### src/rtl/core/dtwsl_pkg.sv
// Shared types and constants of the DDS tuning word serial loader.
package dtwsl_pkg;

    // Field widths and frame layout
    localparam int unsigned FREQ_W     = 32;
    localparam int unsigned TW_W       = 32;
    localparam int unsigned CTRL_BITS  = 8;
    localparam int unsigned FRAME_BITS = TW_W + CTRL_BITS;
    localparam int unsigned BEAT_W     = $clog2(FRAME_BITS + 1);

    // Reset values of the stored state
    localparam logic [FREQ_W-1:0] RESET_FREQ = 32'd1_000_000;
    localparam logic [FREQ_W-1:0] RESET_MAX  = 32'd40_000_000;

    // Tuning word divider: f * (2^32 - 1) / 125 MHz, with 125 MHz = 2^6 * 5^9.
    // The 2^6 part is a shift; the 5^9 part is long division one byte at a
    // time, each quotient byte taken exactly from a reciprocal multiply.
    localparam int unsigned        NUM_W       = 2 * FREQ_W;
    localparam int unsigned        CLK_SHIFT   = 6;
    localparam int unsigned        DIV_D_W     = 21;
    localparam logic [DIV_D_W-1:0] DIV_D       = 21'd1_953_125;
    localparam int unsigned        DIG_W       = 8;
    localparam int unsigned        NUM_DIGITS  = NUM_W / DIG_W;
    localparam int unsigned        DIG_CNT_W   = $clog2(NUM_DIGITS);
    localparam int unsigned        PART_W      = DIV_D_W + DIG_W;
    localparam int unsigned        RECIP_W     = 30;
    localparam logic [RECIP_W-1:0] RECIP       = 30'd576_460_753; // ceil(2^50 / 5^9)
    localparam int unsigned        RECIP_SHIFT = 50;
    localparam int unsigned        PROD_W      = PART_W + RECIP_W;

    // Command queue between front and back
    localparam int unsigned QUEUE_DEPTH_DEF = 2;

    // Command codes
    typedef enum logic [1:0] {
        OP_SET     = 2'd0,
        OP_ENABLE  = 2'd1,
        OP_DISABLE = 2'd2
    } t_op;

    // Classified command, front to back
    typedef struct packed {
        logic              send;
        logic [FREQ_W-1:0] send_val;
        logic [FREQ_W-1:0] freq_now;
        logic              output_on;
    } t_cmd;

    // Command with its tuning word, divider to serializer
    typedef struct packed {
        logic              send;
        logic [TW_W-1:0]   tw;
        logic [FREQ_W-1:0] freq_now;
        logic              output_on;
    } t_frame;

endpackage

### src/rtl/core/dtwsl_front.sv
// Front end: accepts commands, keeps frequency, enable flag and limit, classifies.
module dtwsl_front (
    input  logic                         i_clk,
    input  logic                         i_rst_n,
    input  logic                         i_cfg_we,
    input  logic [dtwsl_pkg::FREQ_W-1:0] i_cfg_wdata,
    input  logic                         i_valid,
    output logic                         o_stall,
    input  logic [1:0]                   i_operation,
    input  logic [dtwsl_pkg::FREQ_W-1:0] i_freq_hz,
    input  logic                         i_q_full,
    output logic                         o_push,
    output dtwsl_pkg::t_cmd              o_cmd
);
    import dtwsl_pkg::*;

    logic [FREQ_W-1:0] r_max;
    logic [FREQ_W-1:0] r_freq;
    logic              r_en;
    logic [FREQ_W-1:0] n_freq;
    logic              n_en;
    logic              send;
    logic [FREQ_W-1:0] send_val;
    logic              accept;

    assign accept  = i_valid && !i_q_full;
    assign o_stall = i_q_full;
    assign o_push  = accept;

    // Command decode and state update
    always_comb begin
        n_freq   = r_freq;
        n_en     = r_en;
        send     = 1'b0;
        send_val = '0;
        unique case (t_op'(i_operation))
            OP_SET: begin
                if (i_freq_hz <= r_max) begin
                    n_freq   = i_freq_hz;
                    send     = r_en;
                    send_val = i_freq_hz;
                end
            end
            OP_ENABLE: begin
                n_en     = 1'b1;
                send     = 1'b1;
                send_val = r_freq;
            end
            OP_DISABLE: begin
                n_en     = 1'b0;
                send     = 1'b1;
                send_val = '0;
            end
            default: begin
                // reserved code: no change, status only
            end
        endcase
    end

    assign o_cmd = '{send: send, send_val: send_val, freq_now: n_freq, output_on: n_en};

    // State and limit register
    always_ff @(posedge i_clk) begin
        if (!i_rst_n) begin
            r_max  <= RESET_MAX;
            r_freq <= RESET_FREQ;
            r_en   <= 1'b0;
        end else begin
            if (i_cfg_we) begin
                r_max <= i_cfg_wdata;
            end
            if (accept) begin
                r_freq <= n_freq;
                r_en   <= n_en;
            end
        end
    end

endmodule

### src/rtl/core/dtwsl_queue.sv
// Short command queue between the front end and the back end.
module dtwsl_queue #(
    parameter int unsigned DEPTH = dtwsl_pkg::QUEUE_DEPTH_DEF
) (
    input  logic            i_clk,
    input  logic            i_rst_n,
    input  logic            i_push,
    input  dtwsl_pkg::t_cmd i_push_cmd,
    output logic            o_full,
    output logic            o_pop_valid,
    output dtwsl_pkg::t_cmd o_pop_cmd,
    input  logic            i_pop
);
    import dtwsl_pkg::*;

    localparam int unsigned PTR_W = (DEPTH > 1) ? $clog2(DEPTH) : 1;
    localparam int unsigned CNT_W = $clog2(DEPTH + 1);
    localparam logic [PTR_W-1:0] LAST_PTR = PTR_W'(DEPTH - 1);

    t_cmd             r_mem [DEPTH];
    logic [PTR_W-1:0] r_wr;
    logic [PTR_W-1:0] r_rd;
    logic [CNT_W-1:0] r_cnt;

    assign o_full      = (r_cnt == CNT_W'(DEPTH));
    assign o_pop_valid = (r_cnt != '0);
    assign o_pop_cmd   = r_mem[r_rd];

    // Pointers and fill count
    always_ff @(posedge i_clk) begin
        if (!i_rst_n) begin
            r_wr  <= '0;
            r_rd  <= '0;
            r_cnt <= '0;
        end else begin
            if (i_push) begin
                r_wr <= (r_wr == LAST_PTR) ? '0 : r_wr + 1'b1;
            end
            if (i_pop) begin
                r_rd <= (r_rd == LAST_PTR) ? '0 : r_rd + 1'b1;
            end
            case ({i_push, i_pop})
                2'b10:   r_cnt <= r_cnt + 1'b1;
                2'b01:   r_cnt <= r_cnt - 1'b1;
                default: r_cnt <= r_cnt;
            endcase
        end
    end

    // Entry storage
    always_ff @(posedge i_clk) begin
        if (i_push) begin
            r_mem[r_wr] <= i_push_cmd;
        end
    end

    a_no_push_when_full: assert property (@(posedge i_clk) disable iff (!i_rst_n)
        i_push |-> !o_full) else $error("queue push while full");

    a_no_pop_when_empty: assert property (@(posedge i_clk) disable iff (!i_rst_n)
        i_pop |-> o_pop_valid) else $error("queue pop while empty");

endmodule

### src/rtl/core/dtwsl_div.sv
// Back end, first stage: tuning word by byte-wise long division with a reciprocal multiply.
module dtwsl_div (
    input  logic              i_clk,
    input  logic              i_rst_n,
    input  logic              i_valid,
    input  dtwsl_pkg::t_cmd   i_cmd,
    output logic              o_take,
    output logic              o_valid,
    output dtwsl_pkg::t_frame o_frame,
    input  logic              i_take
);
    import dtwsl_pkg::*;

    typedef enum logic [3:0] {
        S_IDLE = 4'b0001,
        S_EST  = 4'b0010,
        S_FIX  = 4'b0100,
        S_DONE = 4'b1000
    } t_div_state;

    t_div_state           r_state;
    t_div_state           n_state;
    t_cmd                 r_cmd;
    logic [NUM_W-1:0]     r_num;
    logic [DIV_D_W-1:0]   r_rem;
    logic [PART_W-1:0]    r_part;
    logic [DIG_W-1:0]     r_qdig;
    logic [TW_W-1:0]      r_quo;
    logic [DIG_CNT_W-1:0] r_cnt;
    logic [NUM_W-1:0]     numer;
    logic [PART_W-1:0]    part;
    logic [PROD_W-1:0]    prod;
    logic [PART_W-1:0]    qd;
    logic [PART_W-1:0]    diff;

    // Take a new command when empty or when the finished one leaves this cycle
    assign o_take  = i_valid && ((r_state == S_IDLE) || ((r_state == S_DONE) && i_take));
    assign o_valid = (r_state == S_DONE);
    assign o_frame = '{send: r_cmd.send, tw: r_quo, freq_now: r_cmd.freq_now,
                       output_on: r_cmd.output_on};

    // f * (2^32 - 1) as (f << 32) - f
    assign numer = {i_cmd.send_val, {FREQ_W{1'b0}}} - {{FREQ_W{1'b0}}, i_cmd.send_val};

    // Quotient byte estimate: exact for any partial dividend below 256 * 5^9
    assign part = {r_rem, r_num[NUM_W-1 -: DIG_W]};
    assign prod = {{RECIP_W{1'b0}}, part} * {{PART_W{1'b0}}, RECIP};

    // Remainder after the quotient byte
    assign qd   = {{DIV_D_W{1'b0}}, r_qdig} * {{DIG_W{1'b0}}, DIV_D};
    assign diff = r_part - qd;

    // Next state
    always_comb begin
        n_state = r_state;
        unique case (r_state)
            S_IDLE: begin
                if (o_take) begin
                    n_state = i_cmd.send ? S_EST : S_DONE;
                end
            end
            S_EST: begin
                n_state = S_FIX;
            end
            S_FIX: begin
                n_state = (r_cnt == '0) ? S_DONE : S_EST;
            end
            S_DONE: begin
                if (o_take) begin
                    n_state = i_cmd.send ? S_EST : S_DONE;
                end else if (i_take) begin
                    n_state = S_IDLE;
                end
            end
            default: n_state = S_IDLE;
        endcase
    end

    always_ff @(posedge i_clk) begin
        if (!i_rst_n) begin
            r_state <= S_IDLE;
        end else begin
            r_state <= n_state;
        end
    end

    // Divider datapath: an estimate step and a fix step per quotient byte, most significant first
    always_ff @(posedge i_clk) begin
        if (o_take) begin
            r_cmd <= i_cmd;
            r_num <= numer >> CLK_SHIFT;
            r_rem <= '0;
            r_quo <= '0;
            r_cnt <= DIG_CNT_W'(NUM_DIGITS - 1);
        end else if (r_state == S_EST) begin
            r_part <= part;
            r_qdig <= prod[RECIP_SHIFT +: DIG_W];
            r_num  <= r_num << DIG_W;
        end else if (r_state == S_FIX) begin
            r_rem <= diff[DIV_D_W-1:0];
            r_quo <= {r_quo[TW_W-DIG_W-1:0], r_qdig};
            r_cnt <= r_cnt - 1'b1;
        end
    end

    a_done_holds: assert property (@(posedge i_clk) disable iff (!i_rst_n)
        (r_state == S_DONE) && !i_take |=> (r_state == S_DONE) && $stable(r_quo))
        else $error("finished tuning word lost before handoff");

endmodule

### src/rtl/core/dtwsl_ser.sv
// Back end, second stage: shifts out the frame one beat per cycle unless stalled, then status.
module dtwsl_ser (
    input  logic                         i_clk,
    input  logic                         i_rst_n,
    input  logic                         i_valid,
    input  dtwsl_pkg::t_frame            i_frame,
    output logic                         o_take,
    output logic                         o_valid,
    input  logic                         i_stall,
    output logic                         o_kind,
    output logic                         o_serial_bit,
    output logic [dtwsl_pkg::FREQ_W-1:0] o_freq_now,
    output logic                         o_output_on,
    output logic                         o_last
);
    import dtwsl_pkg::*;

    logic              r_full;
    logic [BEAT_W-1:0] r_left;
    logic [TW_W-1:0]   r_tw;
    logic [FREQ_W-1:0] r_freq;
    logic              r_on;
    logic              beat;
    logic              done;

    assign beat   = r_full && !i_stall;
    assign done   = beat && (r_left == '0);
    assign o_take = i_valid && (!r_full || done);

    assign o_valid      = r_full;
    assign o_kind       = (r_left == '0);
    assign o_last       = (r_left == '0);
    assign o_serial_bit = r_tw[0];
    assign o_freq_now   = r_freq;
    assign o_output_on  = r_on;

    // Beat counter: data beats left before the closing status beat
    always_ff @(posedge i_clk) begin
        if (!i_rst_n) begin
            r_full <= 1'b0;
            r_left <= '0;
        end else begin
            if (o_take) begin
                r_full <= 1'b1;
                r_left <= i_frame.send ? BEAT_W'(FRAME_BITS) : '0;
            end else begin
                if (done) begin
                    r_full <= 1'b0;
                end
                if (beat && (r_left != '0)) begin
                    r_left <= r_left - 1'b1;
                end
            end
        end
    end

    // Shift register, LSB first; zeros fill in for the control bits
    always_ff @(posedge i_clk) begin
        if (o_take) begin
            r_tw   <= i_frame.send ? i_frame.tw : '0;
            r_freq <= i_frame.freq_now;
            r_on   <= i_frame.output_on;
        end else if (beat) begin
            r_tw <= r_tw >> 1;
        end
    end

    a_status_bit_low: assert property (@(posedge i_clk) disable iff (!i_rst_n)
        o_valid && o_kind |-> !o_serial_bit) else $error("data bit set on status beat");

    a_left_in_range: assert property (@(posedge i_clk) disable iff (!i_rst_n)
        r_left <= BEAT_W'(FRAME_BITS)) else $error("beat counter out of range");

endmodule

### src/rtl/core/dds_tuning_word_serial_loader_core.sv
// Top level of the DDS tuning word serial loader.
//
// Usage:
//   Input channel (i_valid / o_stall): one command per beat, i_operation 0 sets
//   the frequency (i_freq_hz, taken only if not above the limit), 1 enables,
//   2 disables. Limit register: write i_cfg_wdata with i_cfg_we while idle.
//   Output channel (o_valid / i_stall): a command that sends a frame gives 40
//   data beats (32 tuning word bits LSB first, 8 zero control bits), then one
//   status beat with o_kind = o_last = 1. Other commands give the status beat.
//   A status-only command passes the queue, the divider's done state and the
//   serializer; a framed command passes the queue, the divider's estimate and
//   fix steps for each quotient byte and the handoff before its first data beat.
//   Throughput: framed commands are bound by the serializer's one beat per
//   cycle while the receiver does not stall (the divider runs on the next
//   command meanwhile); status-only commands follow back to back.
//   Reset (synchronous, active low): frequency 1 MHz, output disabled, limit
//   40 MHz, queue and pipeline empty.
//   When the receiver stalls, the output beat holds and the queue fills; then
//   o_stall rises and commands wait upstream.
module dds_tuning_word_serial_loader_core #(
    parameter int unsigned QUEUE_DEPTH = dtwsl_pkg::QUEUE_DEPTH_DEF
) (
    input  logic                         i_clk,
    input  logic                         i_rst_n,
    input  logic                         i_cfg_we,
    input  logic [dtwsl_pkg::FREQ_W-1:0] i_cfg_wdata,
    input  logic                         i_valid,
    output logic                         o_stall,
    input  logic [1:0]                   i_operation,
    input  logic [dtwsl_pkg::FREQ_W-1:0] i_freq_hz,
    output logic                         o_valid,
    input  logic                         i_stall,
    output logic                         o_kind,
    output logic                         o_serial_bit,
    output logic [dtwsl_pkg::FREQ_W-1:0] o_freq_now,
    output logic                         o_output_on,
    output logic                         o_last
);
    import dtwsl_pkg::*;

    logic   push;
    t_cmd   push_cmd;
    logic   q_full;
    logic   q_valid;
    t_cmd   q_cmd;
    logic   q_pop;
    logic   div_valid;
    t_frame div_frame;
    logic   ser_take;

    // Front end
    dtwsl_front u_front (
        .i_clk       (i_clk),
        .i_rst_n     (i_rst_n),
        .i_cfg_we    (i_cfg_we),
        .i_cfg_wdata (i_cfg_wdata),
        .i_valid     (i_valid),
        .o_stall     (o_stall),
        .i_operation (i_operation),
        .i_freq_hz   (i_freq_hz),
        .i_q_full    (q_full),
        .o_push      (push),
        .o_cmd       (push_cmd)
    );

    // Command queue
    dtwsl_queue #(
        .DEPTH (QUEUE_DEPTH)
    ) u_queue (
        .i_clk       (i_clk),
        .i_rst_n     (i_rst_n),
        .i_push      (push),
        .i_push_cmd  (push_cmd),
        .o_full      (q_full),
        .o_pop_valid (q_valid),
        .o_pop_cmd   (q_cmd),
        .i_pop       (q_pop)
    );

    // Tuning word divider
    dtwsl_div u_div (
        .i_clk   (i_clk),
        .i_rst_n (i_rst_n),
        .i_valid (q_valid),
        .i_cmd   (q_cmd),
        .o_take  (q_pop),
        .o_valid (div_valid),
        .o_frame (div_frame),
        .i_take  (ser_take)
    );

    // Frame serializer
    dtwsl_ser u_ser (
        .i_clk        (i_clk),
        .i_rst_n      (i_rst_n),
        .i_valid      (div_valid),
        .i_frame      (div_frame),
        .o_take       (ser_take),
        .o_valid      (o_valid),
        .i_stall      (i_stall),
        .o_kind       (o_kind),
        .o_serial_bit (o_serial_bit),
        .o_freq_now   (o_freq_now),
        .o_output_on  (o_output_on),
        .o_last       (o_last)
    );

endmodule
### config.mk
export PLATFORM = sky130hd
export DESIGN_NAME = dds_tuning_word_serial_loader_core
export DESIGN_NICKNAME = d
export VERILOG_FILES = /design/src/rtl/core/dtwsl_pkg.sv /design/src/rtl/core/dtwsl_front.sv /design/src/rtl/core/dtwsl_queue.sv /design/src/rtl/core/dtwsl_div.sv /design/src/rtl/core/dtwsl_ser.sv /design/src/rtl/core/dds_tuning_word_serial_loader_core.sv
export SDC_FILE = /design/constraint.sdc
export NUM_CORES = 2
export LEC_CHECK = 0
export BUFFER_PORTS_ARGS = -buffer_cell sky130_fd_sc_hd__buf_4
export CAP_MARGIN = 20
export CORE_MARGIN = 5
export CORE_UTILIZATION = 55
export DETAILED_ROUTE_END_ITERATION = 7
export GPL_TIMING_DRIVEN = 0
export PLACE_DENSITY = 0.72
export SYNTH_ARGS = -nofsm -noshare
export SYNTH_HDL_FRONTEND = slang
export SYNTH_SLANG_ARGS = --single-unit
### constraint.sdc
create_clock -name i_clk -period 9.8 [get_ports i_clk]
set_clock_uncertainty 0.2 [all_clocks]
set_input_delay 0.49 -clock i_clk [delete_from_list [all_inputs] [get_ports i_clk]]
set_output_delay 0.49 -clock i_clk [all_outputs]
set_load 0.01 [all_outputs]
==> qor.yml <==
setup_path:
  max_stage_delay_ns: 0.74
  crit_arrival_ns: 8.71
  worstSetupPathType: "flop to flop"
  r2r-start: "u_div.r_rem[18]"
  crit_top_cell: "fa_1"
  path_buf_inv: 4
  crit_path_start_kind: "flop"
  path_max_fanout: 9
  critPathSlowestCell: "fa_1"
  crit_start: "u_div.r_rem[18]"
  path_delay_family: "adder cells"
  cp-end-kind: "flop"
  cp.required_ns: 9.92
  path_cells: "inv_1, fa_1, fa_1, fa_1, fa_1, inv_1, fa_1, fa_1, inv_1, fa_1, inv_1, ha_1, ha_1, and4_1, and3_1, nand4_1, a211oi_1, o31ai_1, a31oi_1, a21oi_1, xnor2_1"
placed_design:
  port_buffers: 106
  dp_cells: 4134
  dp_hpwl_um: 71600
  dp_slack_ns: 1.188
  gp_congestion: 0.9569
  place_area_mm2: 0.03702
floorplan:
  fp.dieW_um: 262.1
  die-height_um: 262.1
  rows: 92
  start_util_pct: 55.53
  core_mm2: 0.06297
  io_pins: 109
  die-area_mm2: 0.06871
drt:
  drcViolationCount: 0
  vias_per_cell: 5.669
  vias: 24194
  routedWlPerCell_um: 21.00
  first_pass_iters: 7
  wl_met2_um: 43870
  drt-met1-wl_um: 38350
  drt-total-wl_um: 89640
  final_antenna_net_count: 0
  wl_met3_um: 5546
  highest_layer: "met4"
  drt_iter0_drc: 1861
final_layout:
  nNetsFinal: 4218
  final_area_mm2: 0.03911
  fin_cells: 4268
  syn_to_final_growth_pct: 11.87
  fin_util_pct: 62.12
  drive_above_1_share_pct: 9.062
power_and_ir_drop:
  p_leak_nw: 18.17
  irDropWorstVdd_mv: 0.1554
  pwr_density_cell_mw_per_mm2: 192.1
  finalPower_mw: 7.512
clock_tree:
  cts_tree: "yes"
  clk_latency_ns: 0.58
  cts_made_buffers: 45
  clock_path_buffers: 3
  postCtsHoldBufs: 49
  htree_levels: 2
  cts_setup_buffers: 0
  ctsResizeCount: 0
  cts_sinks: 461
  cts_root_buffer: "clkbuf_16"
  path_clk_slew_ns: 0.07
sta:
  hold_slack_ns: 0.01674
  setup_tns_ns: 0
  max_freq_mhz: 116.5
  maxSlewViolCount: 0
  finalWorstSetupSlack_ns: 1.215
  final-hold-violation-count: 0
  min_period_ns: 8.585
  min_period_over_period_pct: 87.61
  slew_headroom_pct: 30.21
  finalSetupViolations: 0
  tightest_slew_ns: 1.038
  rsz0062_at_grt: "false"
synthesis:
  yosys_warnings: 0
  avgSynthCellArea_um2: 11.02
  ys_top_cells_by_count: "inv_1 (555), ha_1 (445), edfxtp_1 (318), fa_1 (318), nand2_1 (295)"
  synth_top_area_share_pct: 27.31
  synth_cell_types: 79
  synth_top_area_cell: "edfxtp_1"
  netlist_area_mm2: 0.03496
  synth_edf_count: 318
  synth_cells: 3173
  synth_async_sr_flop_share_pct: 0
  synth.top_cells.by_area: "edfxtp_1 (27%), fa_1 (18%), ha_1 (16%)"
  synth_most_common_cell: "inv_1"
  syn-num-nets: 4007
  synth-seq-cells: 461
  yosys_most_used_dff: "edfxtp_1"
  ys_seq_area_share_pct: 35.50
grt:
  track_usage_pct: 26.31
  grt-ovfl-total: 0
  grt_pass1_wl_um: 141000
  grt_antenna_before_repair: 1
  grt_max_degree: 39
  grt_pass1_vias: 25069
min_path:
  holdCritStartpoint: "i_cfg_wdata[8]"
  hp-class: "input port to flop"
status:
  status: "finished clean"
run:
  maxCapViolCount: 0
==> layer usage <==
| layer | global-route usage, % | vias up |
|---|---|---|
| met1 | 37.22 | 12080 |
| met3 | 3.689 | 136 |
| met5 | 0 | - |
| met2 | 44.00 | 791 |
| met4 | 5.431 | 0 |
| li1 | - | 11187 |
==> report_power, final <==
part	switching (mW)	total (mW)	internal (mW)
Combinational	1.80	2.88	1.08
Clock	0.769	1.87	1.10
Sequential	0.170	2.76	2.59
Total	2.74	7.51	4.77
==> final cells by class <==
cell class	instances	area (µm²)
plain buffers	92	399.1
clock inverters	18	285.3
multi-input cells	2065	20100
diodes	1	2.502
clock buffers	66	1319
well taps	846	1059
inverters	555	2083
repair buffers	164	1456
flip-flops and latches	461	12410
fillers	4950	23850
==> cells in the final DEF (no fill, tap or decap), types with 38 or more instances in the layout <==
cell,instances
a21o_1,39
a21oi_1,124
a22o_1,42
buf_4,108
clkbuf_1,68
clkbuf_16,48
dfxtp_1,143
dlygate4sd3_1,49
edfxtp_1,318
fa_1,318
ha_1,445
inv_1,555
mux2_2,74
mux2i_1,81
nand2_1,295
nor2_1,77
nor2b_1,59
nor3_1,40
o21ai_0,101
xnor2_1,38
==> worst register-to-register path: cells and delay by family (launching register included) <==
kind	cells	cell delay, ns
flip-flops	1	0.67
AND/OR/NAND/NOR	3	0.83
buffers and inverters	4	0.37
XOR/XNOR	1	0.15
AO/OA/AOI/OAI	4	1.52
adder cells (fa/ha/maj)	9	4.60
==> registers in the layout, summed over array words and instances, names as in the netlist, 2 cells and up, named ones only <==
register,count
u_div.r_quo,32
u_div.r_num,64
u_div.r_part,21
u_front.r_freq,32
u_div.r_rem,21
u_ser.o_freq_now,32
u_queue.r_mem,132
u_front.r_max,32
u_div.o_frame,34
u_ser.r_left,6
u_div.r_cnt,3
u_div.r_qdig,8
u_queue.r_cnt,2
u_ser.r_tw,32
u_div.r_state,4
==> worst paths after layout <==
check | slack, ns | cells after the start | to
max | 1.21 | 21 | u_div.r_qdig[6]
min | 0.02 | 3 | u_front.r_max[8]
max reg2reg | 1.21 | 21 | u_div.r_qdig[6]
min reg2reg | 0.22 | 0 | u_ser.o_freq_now[3]
==> cells by family after synthesis <==
| logic type | count (synthesis) | synth area share [%] |
|---|---|---|
| XOR/XNOR | 59 | 1.478 |
| AND/OR/NAND/NOR | 650 | 9.004 |
| buffers and inverters | 647 | 7.093 |
| adder cells (fa/ha/maj) | 763 | 34.13 |
| multiplexers | 156 | 4.767 |
| AO/OA/AOI/OAI | 437 | 8.027 |
| flip-flops | 461 | 35.50 |
(Power assumes the default switching activity.)
